**src/rosrch_pkg.sv**
```systemverilog
// ----------------------------------------------------------------------------
// rosrch_pkg
// Shared types, operation and result codes, and the CRC-8 step used by the
// ROM search engine.
// ----------------------------------------------------------------------------
package rosrch_pkg;

    localparam logic [2:0] OP_START_FIRST  = 3'd0;
    localparam logic [2:0] OP_START_NEXT   = 3'd1;
    localparam logic [2:0] OP_START_VERIFY = 3'd2;
    localparam logic [2:0] OP_BIT_PAIR     = 3'd3;
    localparam logic [2:0] OP_TARGET_FAM   = 3'd4;
    localparam logic [2:0] OP_SKIP_FAM     = 3'd5;

    localparam logic [1:0] KIND_CMD  = 2'd0;
    localparam logic [1:0] KIND_DIR  = 2'd1;
    localparam logic [1:0] KIND_DONE = 2'd2;

    localparam logic [7:0] CRC_POLY   = 8'h8C;
    localparam logic [6:0] ROM_BITS   = 7'd64;
    localparam logic [6:0] FAM_LIMIT  = 7'd9;
    localparam int         QUEUE_DEPTH = 4;
    localparam int         QUEUE_AW    = $clog2(QUEUE_DEPTH);

    typedef struct packed {
        logic [2:0] operation;
        logic       presence;
        logic       id_bit;
        logic       cmp_bit;
        logic [7:0] fam_byte;
    } t_req;

    typedef struct packed {
        logic [1:0]  kind;
        logic        direction;
        logic        found;
        logic [63:0] rom_code;
        logic        last_device;
        logic        last;
    } t_res;

    typedef struct packed {
        logic [1:0] cnt;
        t_res       res0;
        t_res       res1;
    } t_push;

    function automatic logic [7:0] crc8_byte(input logic [7:0] crc, input logic [7:0] b);
        logic [7:0] c;
        c = crc ^ b;
        for (int i = 0; i < 8; i++) begin
            c = c[0] ? ((c >> 1) ^ CRC_POLY) : (c >> 1);
        end
        return c;
    endfunction

endpackage

```
**src/rosrch_core.sv**
```systemverilog
// ----------------------------------------------------------------------------
// rosrch_core
// Search state registers and the single-pass update for one operation,
// producing up to two results per accepted transaction.
// ----------------------------------------------------------------------------
module rosrch_core (
    input  logic              i_clk,
    input  logic              i_rst_n,
    input  logic              i_accept,
    input  rosrch_pkg::t_req  i_req,
    output rosrch_pkg::t_push o_push
);

    logic [63:0] r_rom, n_rom;
    logic [6:0]  r_ld, n_ld;
    logic [3:0]  r_lfd, n_lfd;
    logic        r_ldf, n_ldf;
    logic [6:0]  r_pos, n_pos;
    logic [6:0]  r_lzp, n_lzp;
    logic [7:0]  r_crc, n_crc;
    logic        r_search, n_search;
    logic        r_verify, n_verify;
    logic [63:0] r_saved_rom, n_saved_rom;
    logic [11:0] r_saved_disc, n_saved_disc;

    logic        start;
    logic        conc;
    logic        conc_ok;
    logic        dir;
    logic        found;
    logic [6:0]  pos_m1;
    logic [5:0]  idx;
    rosrch_pkg::t_res done_res;

    assign pos_m1 = r_pos - 7'd1;
    assign idx    = pos_m1[5:0];

    always_comb begin
        n_rom        = r_rom;
        n_ld         = r_ld;
        n_lfd        = r_lfd;
        n_ldf        = r_ldf;
        n_pos        = r_pos;
        n_lzp        = r_lzp;
        n_crc        = r_crc;
        n_search     = r_search;
        n_verify     = r_verify;
        n_saved_rom  = r_saved_rom;
        n_saved_disc = r_saved_disc;
        start        = 1'b0;
        conc         = 1'b0;
        conc_ok      = 1'b0;
        dir          = 1'b0;
        found        = 1'b0;
        done_res     = '0;
        o_push       = '0;

        if (i_accept) begin
            unique case (i_req.operation)
                rosrch_pkg::OP_START_FIRST: begin
                    n_verify = 1'b0;
                    n_ld     = '0;
                    n_ldf    = 1'b0;
                    n_lfd    = '0;
                    start    = 1'b1;
                end
                rosrch_pkg::OP_START_NEXT: begin
                    n_verify = 1'b0;
                    start    = 1'b1;
                end
                rosrch_pkg::OP_START_VERIFY: begin
                    n_saved_rom  = r_rom;
                    n_saved_disc = {r_ldf, r_lfd, r_ld};
                    n_ld         = rosrch_pkg::ROM_BITS;
                    n_ldf        = 1'b0;
                    n_verify     = 1'b1;
                    start        = 1'b1;
                end
                rosrch_pkg::OP_BIT_PAIR: begin
                    if (r_search && r_pos >= 7'd1 && r_pos <= rosrch_pkg::ROM_BITS) begin
                        if (i_req.id_bit && i_req.cmp_bit) begin
                            conc = 1'b1;
                        end else begin
                            if (i_req.id_bit != i_req.cmp_bit) begin
                                dir = i_req.id_bit;
                            end else begin
                                if (r_pos < r_ld) begin
                                    dir = r_rom[idx];
                                end else begin
                                    dir = (r_pos == r_ld);
                                end
                                if (!dir) begin
                                    n_lzp = r_pos;
                                    if (r_pos < rosrch_pkg::FAM_LIMIT) begin
                                        n_lfd = r_pos[3:0];
                                    end
                                end
                            end
                            n_rom[idx] = dir;
                            if (r_pos[2:0] == 3'd0) begin
                                n_crc = rosrch_pkg::crc8_byte(r_crc,
                                    n_rom[{pos_m1[5:3], 3'b000} +: 8]);
                            end
                            n_pos                = r_pos + 7'd1;
                            o_push.cnt           = 2'd1;
                            o_push.res0.kind      = rosrch_pkg::KIND_DIR;
                            o_push.res0.direction = dir;
                            o_push.res0.last      = (r_pos != rosrch_pkg::ROM_BITS);
                            if (r_pos == rosrch_pkg::ROM_BITS) begin
                                conc    = 1'b1;
                                conc_ok = (n_crc == 8'd0);
                            end
                        end
                    end
                end
                rosrch_pkg::OP_TARGET_FAM: begin
                    n_search = 1'b0;
                    n_verify = 1'b0;
                    n_rom    = {56'd0, i_req.fam_byte};
                    n_ld     = rosrch_pkg::ROM_BITS;
                    n_lfd    = '0;
                    n_ldf    = 1'b0;
                end
                rosrch_pkg::OP_SKIP_FAM: begin
                    n_search = 1'b0;
                    n_verify = 1'b0;
                    n_ld     = {3'd0, r_lfd};
                    n_lfd    = '0;
                    if (r_lfd == 4'd0) begin
                        n_ldf = 1'b1;
                    end
                end
                default: begin
                end
            endcase
        end

        if (start) begin
            n_pos    = 7'd1;
            n_lzp    = '0;
            n_crc    = '0;
            n_search = 1'b0;
            if (n_ldf || !i_req.presence) begin
                conc = 1'b1;
            end else begin
                n_search         = 1'b1;
                o_push.cnt       = 2'd1;
                o_push.res0.kind = rosrch_pkg::KIND_CMD;
                o_push.res0.last = 1'b1;
            end
        end

        if (conc) begin
            if (conc_ok) begin
                n_ld = n_lzp;
                if (n_lzp == 7'd0) begin
                    n_ldf = 1'b1;
                end
            end
            if (!conc_ok || n_rom[7:0] == 8'd0) begin
                n_ld  = '0;
                n_ldf = 1'b0;
                n_lfd = '0;
                found = 1'b0;
            end else begin
                found = 1'b1;
            end
            n_search = 1'b0;
            if (n_verify) begin
                found    = found && (n_rom == n_saved_rom);
                n_rom    = n_saved_rom;
                n_ld     = n_saved_disc[6:0];
                n_lfd    = n_saved_disc[10:7];
                n_ldf    = n_saved_disc[11];
                n_verify = 1'b0;
            end
            done_res.kind        = rosrch_pkg::KIND_DONE;
            done_res.found       = found;
            done_res.rom_code    = n_rom;
            done_res.last_device = n_ldf;
            done_res.last        = 1'b1;
            if (o_push.cnt == 2'd0) begin
                o_push.res0 = done_res;
            end else begin
                o_push.res1 = done_res;
            end
            o_push.cnt = o_push.cnt + 2'd1;
        end
    end

    always_ff @(posedge i_clk) begin
        if (!i_rst_n) begin
            r_rom        <= '0;
            r_ld         <= '0;
            r_lfd        <= '0;
            r_ldf        <= 1'b0;
            r_pos        <= 7'd1;
            r_lzp        <= '0;
            r_crc        <= '0;
            r_search     <= 1'b0;
            r_verify     <= 1'b0;
            r_saved_rom  <= '0;
            r_saved_disc <= '0;
        end else begin
            r_rom        <= n_rom;
            r_ld         <= n_ld;
            r_lfd        <= n_lfd;
            r_ldf        <= n_ldf;
            r_pos        <= n_pos;
            r_lzp        <= n_lzp;
            r_crc        <= n_crc;
            r_search     <= n_search;
            r_verify     <= n_verify;
            r_saved_rom  <= n_saved_rom;
            r_saved_disc <= n_saved_disc;
        end
    end

endmodule

```
**src/rosrch_outq.sv**
```systemverilog
// ----------------------------------------------------------------------------
// rosrch_outq
// Small result queue that takes up to two results per cycle and hands one
// transaction per cycle to the output channel while i_stall is low.
// ----------------------------------------------------------------------------
module rosrch_outq (
    input  logic              i_clk,
    input  logic              i_rst_n,
    input  rosrch_pkg::t_push i_push,
    output logic              o_full,
    output logic              o_valid,
    input  logic              i_stall,
    output rosrch_pkg::t_res  o_res
);

    localparam int AW = rosrch_pkg::QUEUE_AW;

    rosrch_pkg::t_res r_mem [rosrch_pkg::QUEUE_DEPTH];
    logic [AW-1:0]    r_wr, n_wr;
    logic [AW-1:0]    r_rd, n_rd;
    logic [AW:0]      r_cnt, n_cnt;
    logic             pop;

    assign o_valid = (r_cnt != '0);
    assign o_res   = r_mem[r_rd];
    assign o_full  = (r_cnt > (AW+1)'(rosrch_pkg::QUEUE_DEPTH - 2));
    assign pop     = o_valid && !i_stall;

    always_comb begin
        n_wr  = r_wr + AW'(i_push.cnt);
        n_rd  = r_rd + AW'(pop);
        n_cnt = r_cnt + (AW+1)'(i_push.cnt) - (AW+1)'(pop);
    end

    always_ff @(posedge i_clk) begin
        if (i_push.cnt != 2'd0) begin
            r_mem[r_wr] <= i_push.res0;
        end
        if (i_push.cnt == 2'd2) begin
            r_mem[r_wr + AW'(1)] <= i_push.res1;
        end
    end

    always_ff @(posedge i_clk) begin
        if (!i_rst_n) begin
            r_wr  <= '0;
            r_rd  <= '0;
            r_cnt <= '0;
        end else begin
            r_wr  <= n_wr;
            r_rd  <= n_rd;
            r_cnt <= n_cnt;
        end
    end

endmodule

```
**src/onewire_rom_search.sv**
```systemverilog
// ----------------------------------------------------------------------------
// onewire_rom_search
// Bus-side 1-Wire ROM search engine with a queued result channel.
// Each result is written into the result queue when its transaction is accepted.
// Throughput: one input transaction per cycle while o_stall is low; a bit pair
// ending a pass yields two results; output drains one per cycle unless stalled.
// Input stalls while the four-entry result queue has fewer than two free slots.
// Reset clears the search state and the queue; bit position resets to one.
// ----------------------------------------------------------------------------
module onewire_rom_search (
    input  logic             i_clk,
    input  logic             i_rst_n,
    input  logic             i_valid,
    output logic             o_stall,
    input  rosrch_pkg::t_req i_req,
    output logic             o_valid,
    input  logic             i_stall,
    output rosrch_pkg::t_res o_res
);

    rosrch_pkg::t_push push;
    logic              accept;
    logic              full;

    assign o_stall = full;
    assign accept  = i_valid && !full;

    rosrch_core u_core (
        .i_clk    (i_clk),
        .i_rst_n  (i_rst_n),
        .i_accept (accept),
        .i_req    (i_req),
        .o_push   (push)
    );

    rosrch_outq u_outq (
        .i_clk   (i_clk),
        .i_rst_n (i_rst_n),
        .i_push  (push),
        .o_full  (full),
        .o_valid (o_valid),
        .i_stall (i_stall),
        .o_res   (o_res)
    );

endmodule
```
**config.mk**
```make
export PLATFORM = sky130hd
export DESIGN_NAME = onewire_rom_search
export DESIGN_NICKNAME = d
export VERILOG_FILES = /design/src/rosrch_pkg.sv /design/src/rosrch_core.sv /design/src/rosrch_outq.sv /design/src/onewire_rom_search.sv
export SDC_FILE = /design/constraint.sdc
export NUM_CORES = 1
export LEC_CHECK = 0
export BUFFER_PORTS_ARGS = -buffer_cell sky130_fd_sc_hd__buf_4
export CORE_MARGIN = 2
export CORE_UTILIZATION = 50
export DETAILED_ROUTE_END_ITERATION = 10
export MAX_ROUTING_LAYER = met4
export PLACE_DENSITY_LB_ADDON = 0.08
export SLEW_MARGIN = 20
export SYNTH_ARGS = -nofsm -noshare
export SYNTH_HDL_FRONTEND = slang
export SYNTH_SLANG_ARGS = --single-unit
```
**constraint.sdc**
```tcl
create_clock -name i_clk -period 8.45 [get_ports i_clk]
set_input_delay 2.1125 -clock i_clk [delete_from_list [all_inputs] [get_ports i_clk]]
set_output_delay 2.1125 -clock i_clk [all_outputs]
set_load 0.02 [all_outputs]
```
Yosys cells after proc, flatten, opt, wreduce, memory -nomap -nowiden
Memories as Yosys holds them, arrays and structs flattened. A register that Yosys moved wholly into a read port is not among the register bits.
Index checks and enable logic that the tools add are counted.

storage, ports and cells
  memories = 1
  output and inout port bits = 72
  memory bits (writable) = 280
  input port bits = 18
  register bits after elaboration = 183

memories
  name          words  bits a word  rd ports  clocked after Yosys merged registers in  write ports  RTL line           RTL
  u_outq.r_mem  4      70           1         1                                        2            rosrch_outq.sv:18  rosrch_pkg::t_res r_mem [rosrch_pkg::QUEUE_DEPTH];

operators by class
  shifts and indexed selects = 1
  $lt $le $gt $ge = 7
  muxes and demuxes = 113
  equality and inequality tests = 11
  reductions and logical operators = 34
  add/subtract/negate cells = 8
  bitwise logic cells = 11

operators by type and width
  cell                                                               count
  2-to-1 mux 64 bit                                                  7
  2-to-1 mux 142 bit                                                 1
  2-to-1 mux 70 bit                                                  2
  one-hot mux 64 bit (2 select lines)                                1
  2-to-1 mux 8 bit                                                   13
  2-to-1 mux 7 bit                                                   12
  bitwise mux 64 bit                                                 1
  equality test 64 bit                                               1
  indexed part select 64 x 7 -> 8 bit                                1
  2-to-1 mux 1 bit                                                   52
  2-to-1 mux 4 bit                                                   12
  2-to-1 mux 12 bit                                                  2
  inverter 2 -> 3 bit                                                8
  one-hot mux 7 bit (3 select lines)                                 1
  logical NOT 8 bit                                                  2
  2-to-1 mux 5 bit                                                   3
  OR reduction 3 bit                                                 3
  one-hot mux 4 bit (2 select lines)                                 1
  OR reduction 2 bit                                                 4
  bitwise XOR 8 bit                                                  1
  adder 7 x 1 -> 7 bit, second input constant                        1
  equality test 7 bit                                                1
  equality test 7 bit, second input constant                         1
  greater-or-equal comparator 7 x 1 -> 1 bit, second input constant  1
  other kinds (35)                                                   53

Longest topological paths before layout
  word-level depth = 55
  mapped depth = 22

Hierarchy
A second synthesis with hierarchy kept.

unflattened totals
  cell total of the unflattened synthesis = 2505
  area total of the unflattened synthesis = 27139.8 um^2

by module, submodules not included
  module              seq. area each (um^2)  times used  cells each  area each (um^2)
  rosrch_outq         8548.2                 1           724         14005.9
  rosrch_core         3523.4                 1           1780        13120.1
  onewire_rom_search  0.0                    1           1           13.8

Worst setup path before layout
No wires, ideal clock.

  kind = input-to-reg
  start = input i_req[12] in the netlist's numbering
  end = memory u_outq.r_mem[3][0] in the netlist's numbering, enable pin
  library setup time = 0.422 ns
  cell stages on the path = 14
  path slack = 2.202 ns
  arrival time = 5.826 ns
  data required time = 8.028 ns
  cells stage by stage = nand2b_1 -> nor2_1 -> a41o_1 -> a22oi_1 -> nand2_1 -> nand2_1 -> a21oi_1 -> clkbuf_1 -> clkbuf_1 -> ha_1 -> inv_1 -> o21ai_0 -> nand2_1 -> inv_1

RTL lines
  what         RTL line                  RTL
  from (decl)  onewire_rom_search.sv:15  input rosrch_pkg::t_req i_req,
  to (decl)    rosrch_outq.sv:18

==> metrics list <==
- The flow ran to the end, and the final reports show no timing, DRC or antenna violations.
- Part of the Yosys area used for sequential elements: 0.4989
* Crit path required time: 8.88 ns
- Synthesis instantiated 87 different standard cells from the library.
* Pin count of the biggest net entering global routing: 91
- The via count of the first global-routing pass was around 18000.
* Achievable frequency: around 0.14 GHz
- Max-Cap Viols: 0
- Root Buffer Master: clkbuf_16
- Setup repair after global routing left no endpoint under its margin.
- The first detailed-routing pass ran for 6 iterations.
* Initial antenna violation count: 0
* Worst slew margin: 0.2583
* Dominant synthesized flop cell: edfxtp_1
* Post-synthesis cell area: ~24000 um^2
- Across all register-to-register paths, the minimum setup slack is approximately 1.2 ns.
* CTS buffer count: 50
- Of the total synthesized cell area, the portion taken by XOR and XNOR cells is 0.03884.
- The filler cells instantiated in the layout total approximately 4200.
- Of the total synthesized cell area, the portion taken by AND, OR, NAND and NOR gates is 0.1594.
- Crit path cell chain: inv_1, ha_1, buf_4, mux4_2, mux2_2, a21oi_1, o41ai_1, o2111a_2, a21boi_4, nor2_1, a31oi_1, xor2_1, nor4_1, nand4_1, nor4_1, o221ai_1, nor3_1
* Initial core utilization: 0.5055
* IR Drop Worst-Case VDD: 0.0002626 V
- Registers take 12000 um^2.
* Number of nets in the synthesized netlist: ~2400
- Terminating pin of the worst hold path: u_outq.r_mem[2][68]
- Hold Path Stages: 1
- From synthesis to final layout, the design area changed by 12.66%.
* Gate count of the mapped netlist: 2331
- Placed cell count: roughly 3000
- Master of the slowest instance on the critical path: nor4_1
- Cell family with most CP delay: compound AO/OA/AOI/OAI gates
- TritonCTS clock tree: yes
- In this run the cell area measured after placement is approximately 25000 um^2.
- Hold crit path type: reg2reg
- Clock tree synthesis found a total of roughly 460 sinks.
- Largest family of logic cells by synthesized area: simple AND/OR/NAND/NOR gates
* Die X: roughly 220 um
- Leaving out filler cells and counting taps, the final layout contains ~3000.
* Critical path buffer and inverter count: 2
- The cell that appears most often on the critical path is nor4_1.
- Element type at the critical path start: flop
* Post-CTS setup buffers: 0
- For this block, the via count after detailed routing is ~19000.
* Post-Synthesis Mean Instance Area: a little over 10 um^2
* Multiplexer share of the synthesized area: 0.1047
- Die outline height: roughly 220 um
- The startpoint identified for the worst hold timing path is u_outq.r_mem[2][68].
- Total Routing Usage GR: 0.3148
- Worst Setup Path Type: reg2reg
- Total stage count of the critical path: 17
* Compound-Gate Fraction of Synth Area: 0.1525
- Full die area: 49840 um^2
- At the pin with the least slew margin, the transition time is approximately 1.1 ns.
* Wire length of the first global-routing pass: ~120000 um
- R2R depth: 17
- At the end of routability-driven placement, the weighted congestion stood at about 1.1.
* Sum of net half-perimeters after detailed placement: 51720 um
- Startpoint of the worst-slack reg-to-reg timing path: u_core.r_pos[1]
- The detailed router finished its first iteration with around 1700 violations.
* Area taken by multi-input logic gates: 11320 um^2
- Post-synthesis async set-or-reset flop share: 0
- In the routed layout, each cell is associated on average with a via count of about 6.2.
- Once layout is complete, the utilization of the core stands at 0.5695.
* GR Util met2: 0.4756
* Syn. warnings: 0
* Share of final-layout standard cells stronger than drive strength 1: 0.1470
- Critical Path AT: 7.70 ns
- In the final design database the tool counted 2400 nets.
- Max Root-Sink Buffers: 3
- The final layout contains routed wiring with a total length of 75610 um.
* Total negative setup slack: 0 ns
- STA classifies the critical path endpoint as a flop.
- Counting flops and latches in the post-synthesis netlist gives around 460.
* Cell area after layout: between 20000 and 30000 um^2
* Post-Synth Adder-Cell Area: 0.01124
- Clk pin slew, worst setup/hold paths: 0.06 ns
- The largest single stage delay on the critical path is 0.81 ns.
* Htree depth: 2
* EDFF count, synth: between 200 and 300
- Core box area: 47550 um^2
- Setup violations remaining at the end of the flow were counted as 0.
- The analysis attributes to cell leakage a power of around 0.0095 uW.
- PD cells: between 200 and 250 nW/um^2
* GR Layer Usage met1: 0.4337
- Capture point of the worst reg-to-reg path: u_outq.r_mem[3][66]
- Of the available clock period, the critical path in the final layout requires 0.8607.
* Number of slew-limit violations in the final report: 0
* Ports placed on the boundary: 90
- Met3 routing resource usage after global routing: 0.04530
- The floorplan has 80 rows.
- Remaining DRCs: 0
- Diodes inserted: 0
- Number of buffers inserted by hold repair at cts: 0
- Final ANT Viol Nets: 0
- The count of buffers added on input and output ports is 89.
* Most utilized layer in the global route result: met2
- Worst-case clock skew: about 0.013 ns
- Maximum fanout along the worst path: 25
- Overflow left after global routing: 0
* Routed length per instance: approximately 25 um
* Post-cts sizing count: 0
- For the worst-skew pair, the clock arrives at the later sink with an insertion delay of ~0.59 ns.
- Final hold viol count: 0
* Final min period: about 7.3 ns
-- kinds of logic (layout without fill, tap and decap cells) --
logic type | after synthesis | after routing
flip-flops | 463 | 463
XOR/XNOR | 99 | 99
buffers and inverters | 206 | 276
adder cells (fa/ha/maj) | 21 | 21
AO/OA/AOI/OAI | 525 | 525
AND/OR/NAND/NOR | 860 | 860
multiplexers | 157 | 157
-- worst max path at each step --
stage | start | endpoint | slack [ns]
CTS | u_core.r_pos[0] | u_outq.r_mem[3][66] | 1.31
floorplan | i_req[12] | u_outq.r_mem[3][0] | 2.20
global route | u_core.r_pos[1] | u_outq.r_mem[3][66] | 0.88
detailed placement | i_req[13] | u_outq.r_mem[3][66] | 0.81
global placement | i_req[13] | u_outq.r_mem[3][66] | 0.85
finish | u_core.r_pos[1] | u_outq.r_mem[3][66] | 1.18
-- where the power goes --
group | switching [uW] | internal [uW] | leakage [uW]
sequential | 83.1 | 2440 | 0.00413
combinational | 654 | 487 | 0.00458
clock | 901 | 1320 | 0.000815
-- Yosys cell counts, drive strengths merged, types with 37 or more instances --
cell type,instances,area [um^2]
xor2,41,366.6
o211ai,64,480.5
inv,37,138.9
mux2i,76,760.7
a21oi,110,561.8
mux4,75,1689
a21boi,54,416.7
clkbuf,114,427.9
buf,55,260.2
nand2,247,929.7
nor2,370,1389
o21ai,93,465.4
xnor2,54,473.0
edfxtp,272,8168
dfxtp,191,3824
nor2b,88,550.5
-- flip-flops by register name (all words and copies together) (netlist names) --
| signal | cells |
|---|---|
| u_core.r_saved_rom | 64 |
| u_core.r_search | 1 |
| u_outq.r_mem | 280 |
| u_core.r_ldf | 1 |
| u_core.r_saved_disc | 12 |
| u_outq.r_rd | 2 |
| u_core.r_rom | 64 |
| u_core.r_lfd | 4 |
| u_outq.r_wr | 2 |
| u_core.r_lzp | 7 |
| u_core.r_pos | 7 |
| u_core.r_verify | 1 |
| u_core.r_ld | 7 |
| u_core.r_crc | 8 |
| u_outq.r_cnt | 3 |
-- routing by layer --
layer	vias to the layer above	wire, um
li1	8599	-
met1	9330	33310
met2	678	34690
met3	167	4646
met4	0	2970
met5	-	0
-- cells in the final DEF (no fill, tap or decap), drive strengths merged, types with 29 or more instances in the layout --
master and count:
a21oi 110, inv 40, edfxtp 272, clkbuf 69, o211ai 64, mux4 75
nor2 370, a21boi 54, xor2 41, nand3 32, o31ai 30, dfxtp 191
nor2b 88, nand2 247, o21ai 93, mux2i 76, buf 147, xnor2 54
nor3 29
-- area by class of cell --
cell class / instances / area share
inverter: 37 / 0.005129
clock inverter: 23 / 0.009196
clock buffer: 69 / 0.05222
timing repair buffer: 147 / 0.04381
tap: 615 / 0.02842
sequential: 463 / 0.4431
multi-input combinational: 1662 / 0.4181
-- per-stage QoR --
step / hold slack [ns] / total power [uW] / setup WS, ns
finish: 0.4769 / 5889 / 1.177
global route: 0.4891 / 6099 / 0.8829
CTS: 0.4706 / 5937 / 1.307
detailed placement: 0.4548 / 3720 / 0.8142
global placement: 0.4544 / 3713 / 0.8549
floorplan: 0.4368 / 3296 / 2.202
Power figures use the tool's default switching activity.
